File: config.mk
export PLATFORM = sky130hd
export DESIGN_NAME = sbus_frame_sync_channel_decode_top
export DESIGN_NICKNAME = d
export VERILOG_FILES = /design/src/design/sfsd_pkg.sv /design/src/design/sfsd_front.sv /design/src/design/sfsd_queue.sv /design/src/design/sfsd_back.sv /design/src/design/sbus_frame_sync_channel_decode_top.sv
export SDC_FILE = /design/constraint.sdc
export NUM_CORES = 1
export LEC_CHECK = 0
export BUFFER_PORTS_ARGS = -buffer_cell sky130_fd_sc_hd__buf_2
export CAP_MARGIN = 5
export CELL_PAD_IN_SITES_DETAIL_PLACEMENT = 1
export CELL_PAD_IN_SITES_GLOBAL_PLACEMENT = 1
export CORE_UTILIZATION = 25
export CTS_BUF_LIST = sky130_fd_sc_hd__clkbuf_2 sky130_fd_sc_hd__clkbuf_4 sky130_fd_sc_hd__clkbuf_8
export CTS_CLUSTER_DIAMETER = 80
export DETAILED_ROUTE_END_ITERATION = 6
export PLACE_DENSITY_LB_ADDON = 0.1
export SLEW_MARGIN = 20
export SYNTH_ARGS = -nofsm -noshare
export SYNTH_HDL_FRONTEND = slang
export SYNTH_HIERARCHICAL = 1
export SYNTH_SLANG_ARGS = --single-unit
File: constraint.sdc
create_clock -name i_clk -period 14.89 [get_ports i_clk]
set_input_delay 2.2335 -clock i_clk [delete_from_list [all_inputs] [get_ports i_clk]]
set_output_delay 2.2335 -clock i_clk [all_outputs]
set_load 0.005 [all_outputs]
File: src/design/sfsd_pkg.sv
// Shared types, constants and helpers for the SBUS frame sync and channel decoder.
package sfsd_pkg;

    localparam int FRAME_LEN  = 25;
    localparam int WIN_LEN    = FRAME_LEN - 1;
    localparam int NUM_SLOTS  = 16;
    localparam int SLOT_W     = $clog2(NUM_SLOTS);
    localparam int CNT_W      = $clog2(FRAME_LEN);
    localparam int RAW_W      = 11;
    localparam int PULSE_W    = 12;
    localparam int PAYLOAD_B  = 22;
    localparam int FRAME_W    = PAYLOAD_B * 8;

    localparam logic [7:0] SBUS_HEADER = 8'h0F;
    localparam logic [7:0] FOOTER_A    = 8'h04;
    localparam logic [7:0] FOOTER_B    = 8'h14;
    localparam logic [7:0] FOOTER_C    = 8'h24;
    localparam logic [7:0] FOOTER_D    = 8'h34;

    // Pulse width = (5*raw + 7040) >> 3
    localparam logic [14:0] PULSE_BIAS = 15'd7040;

    localparam logic [CNT_W-1:0] CHECK_COUNT = CNT_W'(WIN_LEN);
    localparam logic [SLOT_W-1:0] LAST_SLOT  = SLOT_W'(NUM_SLOTS - 1);

    typedef logic [FRAME_W-1:0] t_frame;

    typedef struct packed {
        logic full;
        logic empty;
    } t_q_status;

    // Bit offset of each slot inside the payload (frame bytes 1..22).
    typedef logic [7:0] t_slot_ofs [NUM_SLOTS];
    localparam t_slot_ofs SLOT_OFS = '{
        8'd0,   8'd44,  8'd22,  8'd11,  8'd33,  8'd55,  8'd66,  8'd77,
        8'd88,  8'd99,  8'd110, 8'd121, 8'd132, 8'd143, 8'd154, 8'd165
    };

    function automatic logic footer_ok(input logic [7:0] v);
        return (v == FOOTER_A) || (v == FOOTER_B) || (v == FOOTER_C) || (v == FOOTER_D);
    endfunction

    function automatic logic [PULSE_W-1:0] raw_to_pulse(input logic [RAW_W-1:0] raw);
        logic [14:0] sum;
        sum = {2'b00, raw, 2'b00} + {4'b0000, raw} + PULSE_BIAS;
        return sum[14:3];
    endfunction

endpackage

File: src/design/sfsd_front.sv
// Front end: byte window, pending count and frame header/footer check.
module sfsd_front (
    input  logic                i_clk,
    input  logic                i_rst_n,
    input  logic                i_rx_acc,
    input  logic [7:0]          i_rx_byte,
    output logic                o_push,
    output sfsd_pkg::t_frame    o_frame
);
    import sfsd_pkg::*;

    // r_win[0] is the oldest pending byte after the next shift
    logic [7:0]       r_win [WIN_LEN];
    logic [CNT_W-1:0] r_cnt;
    logic [CNT_W-1:0] n_cnt;
    logic             hit;

    assign hit    = i_rx_acc && (r_cnt == CHECK_COUNT) && (r_win[0] == SBUS_HEADER)
                 && footer_ok(i_rx_byte);
    assign o_push = hit;

    always_comb begin
        for (int j = 0; j < PAYLOAD_B; j++) begin
            o_frame[j*8 +: 8] = r_win[j+1];
        end
    end

    always_comb begin
        n_cnt = r_cnt;
        if (i_rx_acc) begin
            if (hit) begin
                n_cnt = '0;
            end else if (r_cnt != CHECK_COUNT) begin
                n_cnt = r_cnt + CNT_W'(1);
            end
        end
    end

    always_ff @(posedge i_clk) begin
        if (!i_rst_n) begin
            r_cnt <= '0;
            for (int i = 0; i < WIN_LEN; i++) begin
                r_win[i] <= '0;
            end
        end else begin
            r_cnt <= n_cnt;
            if (i_rx_acc) begin
                for (int i = 0; i < WIN_LEN - 1; i++) begin
                    r_win[i] <= r_win[i+1];
                end
                r_win[WIN_LEN-1] <= i_rx_byte;
            end
        end
    end

endmodule

File: src/design/sfsd_queue.sv
// Two-entry frame queue between the front end and the channel unpacker.
module sfsd_queue (
    input  logic                 i_clk,
    input  logic                 i_rst_n,
    input  logic                 i_push,
    input  sfsd_pkg::t_frame     i_frame,
    input  logic                 i_pop,
    output sfsd_pkg::t_frame     o_frame,
    output sfsd_pkg::t_q_status  o_status
);
    import sfsd_pkg::*;

    t_frame     r_mem [2];
    logic       r_wp;
    logic       r_rp;
    logic [1:0] r_cnt;

    assign o_frame        = r_mem[r_rp];
    assign o_status.full  = (r_cnt == 2'd2);
    assign o_status.empty = (r_cnt == 2'd0);

    always_ff @(posedge i_clk) begin
        if (i_push) begin
            r_mem[r_wp] <= i_frame;
        end
    end

    always_ff @(posedge i_clk) begin
        if (!i_rst_n) begin
            r_wp  <= 1'b0;
            r_rp  <= 1'b0;
            r_cnt <= 2'd0;
        end else begin
            if (i_push) begin
                r_wp <= ~r_wp;
            end
            if (i_pop) begin
                r_rp <= ~r_rp;
            end
            case ({i_push, i_pop})
                2'b10:   r_cnt <= r_cnt + 2'd1;
                2'b01:   r_cnt <= r_cnt - 2'd1;
                default: r_cnt <= r_cnt;
            endcase
        end
    end

endmodule

File: src/design/sfsd_back.sv
// Back end: unpacks one channel slot per cycle into the output register while not stalled.
module sfsd_back (
    input  logic                        i_clk,
    input  logic                        i_rst_n,
    input  sfsd_pkg::t_frame            i_frame,
    input  sfsd_pkg::t_q_status         i_status,
    output logic                        o_pop,
    input  logic                        i_stall,
    output logic                        o_valid,
    output logic [sfsd_pkg::SLOT_W-1:0] o_channel_index,
    output logic [sfsd_pkg::RAW_W-1:0]  o_raw_value,
    output logic [sfsd_pkg::PULSE_W-1:0] o_pulse_us,
    output logic                        o_last_channel
);
    import sfsd_pkg::*;

    logic [SLOT_W-1:0]  r_slot;
    logic               r_valid;
    logic [SLOT_W-1:0]  r_idx;
    logic [RAW_W-1:0]   r_raw;
    logic [PULSE_W-1:0] r_pulse;
    logic               r_last;
    logic [RAW_W-1:0]   cand [NUM_SLOTS];
    logic [RAW_W-1:0]   raw;
    logic               adv;
    logic               load;

    always_comb begin
        for (int i = 0; i < NUM_SLOTS; i++) begin
            cand[i] = i_frame[SLOT_OFS[i] +: RAW_W];
        end
    end

    assign raw   = cand[r_slot];
    assign adv   = !r_valid || !i_stall;
    assign load  = adv && !i_status.empty;
    assign o_pop = load && (r_slot == LAST_SLOT);

    always_ff @(posedge i_clk) begin
        if (load) begin
            r_idx   <= r_slot;
            r_raw   <= raw;
            r_pulse <= raw_to_pulse(raw);
            r_last  <= (r_slot == LAST_SLOT);
        end
    end

    always_ff @(posedge i_clk) begin
        if (!i_rst_n) begin
            r_valid <= 1'b0;
            r_slot  <= '0;
        end else begin
            if (adv) begin
                r_valid <= !i_status.empty;
            end
            if (load) begin
                r_slot <= r_slot + SLOT_W'(1);
            end
        end
    end

    assign o_valid         = r_valid;
    assign o_channel_index = r_idx;
    assign o_raw_value     = r_raw;
    assign o_pulse_us      = r_pulse;
    assign o_last_channel  = r_last;

`ifndef ASSERT_OFF
    a_pop_nonempty: assert property (@(posedge i_clk) disable iff (!i_rst_n)
        o_pop |-> !i_status.empty)
        else $error("frame popped from empty queue");

    a_frame_held: assert property (@(posedge i_clk) disable iff (!i_rst_n)
        (r_slot != '0) |-> !i_status.empty)
        else $error("frame left queue while slots remain");

    a_pulse_match: assert property (@(posedge i_clk) disable iff (!i_rst_n)
        r_valid |-> (r_pulse == raw_to_pulse(r_raw)))
        else $error("pulse width does not match raw value");

    a_last_index: assert property (@(posedge i_clk) disable iff (!i_rst_n)
        (load && (r_slot == LAST_SLOT)) |=> (r_last && (r_slot == '0)))
        else $error("slot counter did not wrap after last channel");
`endif

endmodule

File: src/design/sbus_frame_sync_channel_decode_top.sv
// Top level of the SBUS frame synchronizer and 16-channel decoder.
// Flow: a byte that completes a valid frame is pushed into the two-entry frame
//   queue; the unpacker then registers its 16 channel results on o_ch_valid.
// Throughput: one received byte per cycle while the queue is not full; one result
//   per cycle unless stalled, from the single-slot unpacker reading the queue head.
// Reset: synchronous, active low; clears the byte window to zero, the pending
//   count, the frame queue and the output valid flag.
module sbus_frame_sync_channel_decode_top (
    input  logic                          i_clk,
    input  logic                          i_rst_n,
    // received byte channel
    input  logic                          i_rx_valid,
    output logic                          o_rx_stall,
    input  logic [7:0]                    i_rx_byte,
    // channel result channel
    output logic                          o_ch_valid,
    input  logic                          i_ch_stall,
    output logic [sfsd_pkg::SLOT_W-1:0]   o_channel_index,
    output logic [sfsd_pkg::RAW_W-1:0]    o_raw_value,
    output logic [sfsd_pkg::PULSE_W-1:0]  o_pulse_us,
    output logic                          o_last_channel
);
    import sfsd_pkg::*;

    logic      rx_acc;
    logic      push;
    logic      pop;
    t_frame    front_frame;
    t_frame    head_frame;
    t_q_status q_status;

    // Hold off bytes only while both queue slots hold frames; a frame needs
    // 25 bytes to assemble, so this only happens under long output stalls.
    assign o_rx_stall = q_status.full;
    assign rx_acc     = i_rx_valid && !o_rx_stall;

    // Shift in each byte, check header and footer, push matching frames
    sfsd_front u_front (
        .i_clk     (i_clk),
        .i_rst_n   (i_rst_n),
        .i_rx_acc  (rx_acc),
        .i_rx_byte (i_rx_byte),
        .o_push    (push),
        .o_frame   (front_frame)
    );

    // Decouple frame capture from channel emission
    sfsd_queue u_queue (
        .i_clk    (i_clk),
        .i_rst_n  (i_rst_n),
        .i_push   (push),
        .i_frame  (front_frame),
        .i_pop    (pop),
        .o_frame  (head_frame),
        .o_status (q_status)
    );

    // Advance through the 16 slots of the head frame, drop it after the last
    sfsd_back u_back (
        .i_clk           (i_clk),
        .i_rst_n         (i_rst_n),
        .i_frame         (head_frame),
        .i_status        (q_status),
        .o_pop           (pop),
        .i_stall         (i_ch_stall),
        .o_valid         (o_ch_valid),
        .o_channel_index (o_channel_index),
        .o_raw_value     (o_raw_value),
        .o_pulse_us      (o_pulse_us),
        .o_last_channel  (o_last_channel)
    );

endmodule

### Yosys cells after proc, flatten, opt, wreduce, memory -nomap -nowiden

Memory sizes are Yosys's and may differ from the RTL's. A register that Yosys moved wholly into a read port is not among the register bits.
Index checks and enable logic that the tools add are counted.

| cells by class | value |
|---|---|
| $mul | 0 |
| add/sub/neg operators | 6 |
| $lt $le $gt $ge | 1 |
| muxes and demuxes | 38 |
| reductions and logical operators | 18 |
| shift-type cells | 0 |
| div/mod/pow operators | 0 |
| equality and inequality tests | 11 |
| bitwise gates (word level) | 27 |

Operators by type and width:

| cell | number |
|---|---|
| 8-bit 2-to-1 mux | 24 |
| 11-bit binary-select mux with 4-bit select | 1 |
| 1-bit OR | 24 |
| 11-bit 2-to-1 mux | 2 |
| 8-bit by 6-bit == test with 1-bit output, second input constant | 2 |
| 15-bit by 13-bit adder with 15-bit output, second input constant | 1 |
| 13-bit by 11-bit adder with 14-bit output | 1 |
| 5-bit 2-to-1 mux | 2 |
| 8-bit by 3-bit == test with 1-bit output, second input constant | 1 |
| 8-bit by 4-bit == test with 1-bit output, second input constant | 1 |
| 8-bit by 5-bit == test with 1-bit output, second input constant | 1 |
| 1-bit 2-to-1 mux | 8 |
| 1-bit logical AND | 6 |
| 5-bit by 1-bit adder with 5-bit output, second input constant | 1 |
| 5-bit == test, second input constant | 1 |
| 5-bit greater-or-equal comparator, second input constant | 1 |
| 5-bit inequality test, second input constant | 1 |
| 4-bit inverter with 5-bit output | 1 |
| 4-bit by 1-bit adder with 4-bit output, second input constant | 1 |
| 2-bit == test, second input constant | 2 |
| 4-bit == test, second input constant | 1 |
| 1-bit logical NOT | 4 |
| 1-bit logical OR | 4 |
| 2-bit case mux with 2 select lines | 1 |
| 7 further kinds | 9 |

| storage, ports and cells | value |
|---|---|
| RAM bits | 544 |
| memory bits (read-only) | 0 |
| memories | 2 |
| word-level logic and storage cells | 113 |
| register bits | 42 |
| output and inout bits | 30 |
| input bits | 12 |
| bits in latches | 0 |

Memory list:

| memory | depth | bits a word | rd ports | clocked after Yosys merged registers in | write ports | RTL line | text |
|---|---|---|---|---|---|---|---|
| u_queue.r_mem | 2 | 176 | 1 | 1 | 1 | sfsd_queue.sv:13 | `t_frame r_mem [2];` |
| u_front.r_win | 24 | 8 | 24 | 0 | 24 | sfsd_front.sv:13 | `logic [7:0] r_win [WIN_LEN];` |

### Longest topological paths before layout

| depth | value |
|---|---|
| depth in word-level cells | 8 |
| depth in mapped cells | 17 |
| depth with buffers taken out | 14 |

### Hierarchy

Netlist, hierarchy kept.

Modules (own cells, without submodules):

| module | area each (um^2) | seq. area each (um^2) | cells an instance | instances |
|---|---|---|---|---|
| sfsd_queue | 13012.5 | 10670.2 | 570 | 1 |
| sfsd_front | 8792.2 | 5865.6 | 639 | 1 |
| sfsd_back | 3091.7 | 940.9 | 229 | 1 |
| sbus_frame_sync_channel_decode_top | 13.8 | 0.0 | 1 | 1 |

### Least setup slack after synthesis

Ideal clock, no wire load.

| timing path | value |
|---|---|
| kind | input-to-reg |
| start point | input port i_rx_valid |
| end point | memory u_queue/r_mem[0][0] (netlist name), enable pin |
| stages on the path | 6 |
| setup time | 716 ps |
| data required time | 14174 ps |
| path buffers | 0 |
| slack | 3883 ps |
| arrival time | 10290 ps |
| cell sequence | nor2b_4 > and4b_1 > nand4_1 > nor2_1 > inv_1 > nor2_1 |

| on the way | value |
|---|---|
| cells in the longest elaborated chain, start to end | 6 |

RTL lines:

| element | RTL line | text |
|---|---|---|
| start: declaration | sbus_frame_sync_channel_decode_top.sv:12 | `input logic i_rx_valid,` |
| 1-bit logical AND | sbus_frame_sync_channel_decode_top.sv:35 | `assign rx_acc = i_rx_valid && !o_rx_stall;` |
| 1-bit logical AND (2 in series) | sfsd_front.sv:18 | `assign hit = i_rx_acc && (r_cnt == CHECK_COUNT) && (r_win[0] == SBUS_HEADER)` |
| 1-bit logical AND | sfsd_front.sv:19 | `&& footer_ok(i_rx_byte);` |
| named net push | sbus_frame_sync_channel_decode_top.sv:26 | `logic push;` |
| 1-bit 2-to-1 mux | sfsd_queue.sv:23 | `if (i_push) begin` |
| 1-bit 2-to-1 mux (not written as such) | sfsd_queue.sv:24 | `r_mem[r_wp] <= i_frame;` |
| end: declaration | sfsd_queue.sv:13 |  |

The timed path passes the listed nets, and every way through them passes these cells.

==> summary.md <==
| Metric | Value |
|---|---|
| Outcome | `finished, final reports clean` |
| Post-DP HPWL | `~33,000 um` |
| CTS Buf Count | `104` |
| Worst setup EP type | `flop` |
| Final Cycle Share | `a little under two fifths` |
| Worst slew pin tran | `about 970 ps` |
| Drt first pass iters | `4` |
| Starting density of the core | `25.3%` |
| Worst VDD drop | `about 56 uV` |
| LEAKAGE | `about 9.6 nW` |
| Via count | `11,400` |
| Yosys top cell area share | `between 60% and 70%` |
| Final nets | `around 1,400` |
| Yosys warning total | `6` |
| DR top layer | `met4` |
| Startpoint types | `flop` |
| Syn avg cell area | `around 17 um2` |
| Setup Skew | `23.5 ps` |
| Fmax achieved | `176 MHz` |
| Area grow syn2layout | `8.99%` |
| Fin crit period | `5690 ps` |
| FFs w/ async S/R, synth | `0%` |
| Ratio of cells with drive above 1 in the final layout | `31.6%` |
| DR vias/cell | `about 4.2` |
| Syn Nets | `~1,500` |
| Area leader, netlist | `edfxtp_1` |
| Fin. Hold Viols | `0` |
| Critical-path cell list | `buf_4 > buf_4 > mux2_2 > mux4_2 > a211oi_1 > a21oi_1 > ha_1 > inv_1 > fa_1 > nor2b_1 > o31ai_1 > a21oi_1 > a41oi_1 > xnor2_1` |
| Worst Path Max Fanout | `47` |
| Worst path slowest cell | `dfxtp_4` |
| Root Buffer | `clkbuf_8` |
| Total GRT Usage | `11.7%` |
| Worst skew pair latency | `720 ps` |
| Data required time of the worst path | `roughly 15,000 ps` |
| I/O pin cnt | `42` |
| Met2 WL | `roughly 27,000 um` |
| Final Setup Violations | `0` |
| Vias in the first global route | `approximately 13,000` |
| H-tree levels | `3` |
| Row cnt | `around 120` |
| Placeable Area | `between 0.09 and 0.1 mm2` |
| RD Place Congestion | `0.699` |
| First-pass GRT wire length | `between 80,000 and 90,000 um` |
| Final non-filler cell total | `approximately 2,700` |
| Final wirelength | `between 50,000 and 60,000 um` |
| PostCTS Resize Cnt | `0` |
| Clk buf depth | `3` |
| Largest stage delay on the critical path | `about 860 ps` |
| Critical path class | `reg -> reg` |
| Total negative slack | `0 ps` |
| Die ar. | `0.101 mm2` |
| Flops & latches, synth | `about 590` |
| Fin Hold WS | `approximately 470 ps` |
| WL/cell | `~22 um` |
| Power per cell area | `about 130 mW/mm2` |
| Synth top area cells | `edfxtp_1 (69%), mux2_2 (7.8%), buf_4 (5.5%), and3_1 (3.6%), mux4_2 (3.3%)` |
| CTS clk-pin slew, worst paths | `60 ps` |
| Global route overflow | `0` |
| Detail Route Antenna Nets | `0` |
| Yosys cell types | `58` |
| Placed insts | `2,537` |
| Unrepaired setup endpoints after global routing | `no` |
| Hold buffers post-CTS | `0` |
| Met3 WL | `approximately 2400 um` |
| Post-Syn Area | `approximately 0.025 mm2` |
| CTS tree | `built` |
| Post-synthesis sequential area ratio | `a little over two thirds` |
| Initial DRC count | `555` |
| Slew Limit Fails | `0` |
| Drt drc | `0` |
| Top-count cell post-synth | `edfxtp_1` |
| CTS Sinks | `~590` |
| Worst hold start | `u_front/r_win[0][161]` |
| PortBufs | `41` |
| Min-delay worst type | `reg -> reg` |
| Die Height | `approximately 320 um` |
| M1 WL | `roughly 28,000 um` |
| Worst Path Arrival | `6120 ps` |
| Max_cap viols | `0` |
| EDFF count, synth | `~570` |
| Setup bufs post-CTS | `0` |
| Die Wd | `between 300 and 400 um` |
| Initial antenna violation count | `3` |
| Post-Syn Instances | `about 1,400` |
| Ys flop type | `edfxtp_1` |
| Post-synth top cells | `edfxtp_1 (572), buf_4 (181), mux2_2 (173)` |
| Max transition margin | `35.3%` |
| R2r setup slk | `between 9000 and 10,000 ps` |
| Largest net degree at the start of global routing | `around 150` |
-- report_power, final --
| group | switching, mW | leakage [nW] | internal [mW] |
|---|---|---|---|
| sequential | 0.0319 | 5.76 | 1.86 |
| clock | 0.677 | 1.06 | 0.792 |
| combinational | 0.0376 | 2.74 | 0.0132 |
-- per-layer routing --
layer  up-vias  global-route usage, %
met3       115                   1.94
met1      5931                   16.0
met5         -                      0
met4         0                   4.84
li1       5141                      -
met2       210                   18.5
-- through the flow --
| step | worst slack, ps | utilization [%] | cell area, um2 | total power [mW] |
|---|---|---|---|---|
| 6_report | 9200 | 27.5 | 27100 | 3.41 |
| 5_1_grt | 8670 | 27.5 | 27100 | 3.55 |
| 4_1_cts | 9010 | 27.5 | 27100 | 3.49 |
| 3_5_place_dp | 8740 | 25.5 | 25100 | 1.98 |
| 3_3_place_gp | 8850 | 25.5 | 25100 | 1.97 |
| 2_1_floorplan | 3880 | - | 24900 | 1.98 |
-- path summary, 6_finish.rpt --
path | to | depth (start not counted)
hold / removal | u_queue/r_mem[1][153] | 0
hold reg to reg | u_queue/r_mem[1][153] | 0
setup / recovery | u_back/o_pulse_us[10] | 14
setup reg to reg | u_back/o_pulse_us[10] | 14
-- cell type report --
class / count / area (um2)
Fill cell: 10200 / 71400
Sequential cell: 587 / 17500
Multi-Input combinational cell: 582 / 5580
Clock buffer: 137 / 1700
Tap cell: 1287 / 1610
Timing Repair Buffer: 59 / 372
Clock inverter: 51 / 300
Inverter: 22 / 90.1
Antenna cell: 1 / 2.50
-- sequential cells by signal, summed over array words and instances (netlist names), named ones only --
register and count:
u_queue/r_mem 352, u_front/r_win 192, u_back/o_pulse_us 12, u_back/o_raw_value 11, u_front/r_cnt 5, u_back/o_channel_index 4, u_back/r_slot 4, u_queue/r_cnt 2
u_back/o_last_channel 1, u_back/o_valid 1, u_queue/r_rp 1, u_queue/r_wp 1
-- cell families (layout without fill, tap and decap cells) --
| group | after synthesis | count (layout) | share of synthesized area, % |
|---|---|---|---|
| DFF | 587 | 587 | 70.2 |
| AOI/OAI and AO/OA | 53 | 53 | 1.41 |
| muxes | 240 | 240 | 13.0 |
| buffers and inverters | 270 | 269 | 7.51 |
| xor gates and xnor gates | 13 | 13 | 0.457 |
| other | 0 | 1 | 0 |
| adders and majority gates | 24 | 24 | 1.24 |
| and+or+nand+nor | 252 | 252 | 6.18 |
-- critical path, delay by kind of cell, from the launching register on --
kind	cells	cell delay (ps)
buf+inv	3	1370
compound gates	5	1100
fa+ha+maj	2	810
flops	1	860
simple gates	1	180
mux	2	880
xor+xnor	1	150
-- placed cells by master, fill, tap and decap left out, drive strengths merged, types with 2 or more instances in the layout --
cell type / Yosys / final
o31ai: 3 / 3
inv: 22 / 22
o21ai: 8 / 8
mux4: 44 / 44
and4b: 2 / 2
nor3: 2 / 2
bufinv: 0 / 3
xor2: 4 / 4
a21boi: 3 / 3
nor2: 11 / 11
mux2i: 13 / 13
nand3: 4 / 4
a41oi: 2 / 2
clkinv: 0 / 45
buf: 225 / 59
xnor2: 9 / 9
and3: 145 / 145
a21oi: 16 / 16
edfxtp: 572 / 572
nand2: 14 / 14
and2: 56 / 56
mux2: 183 / 183
a22oi: 2 / 2
clkbuf: 23 / 137
o21a: 8 / 8
ha: 23 / 23
nand4: 2 / 2
a211oi: 5 / 5
dfxtp: 15 / 15
clkinvlp: 0 / 3
nor2b: 8 / 8
No activity file was read; power rests on OpenSTA's default activity.
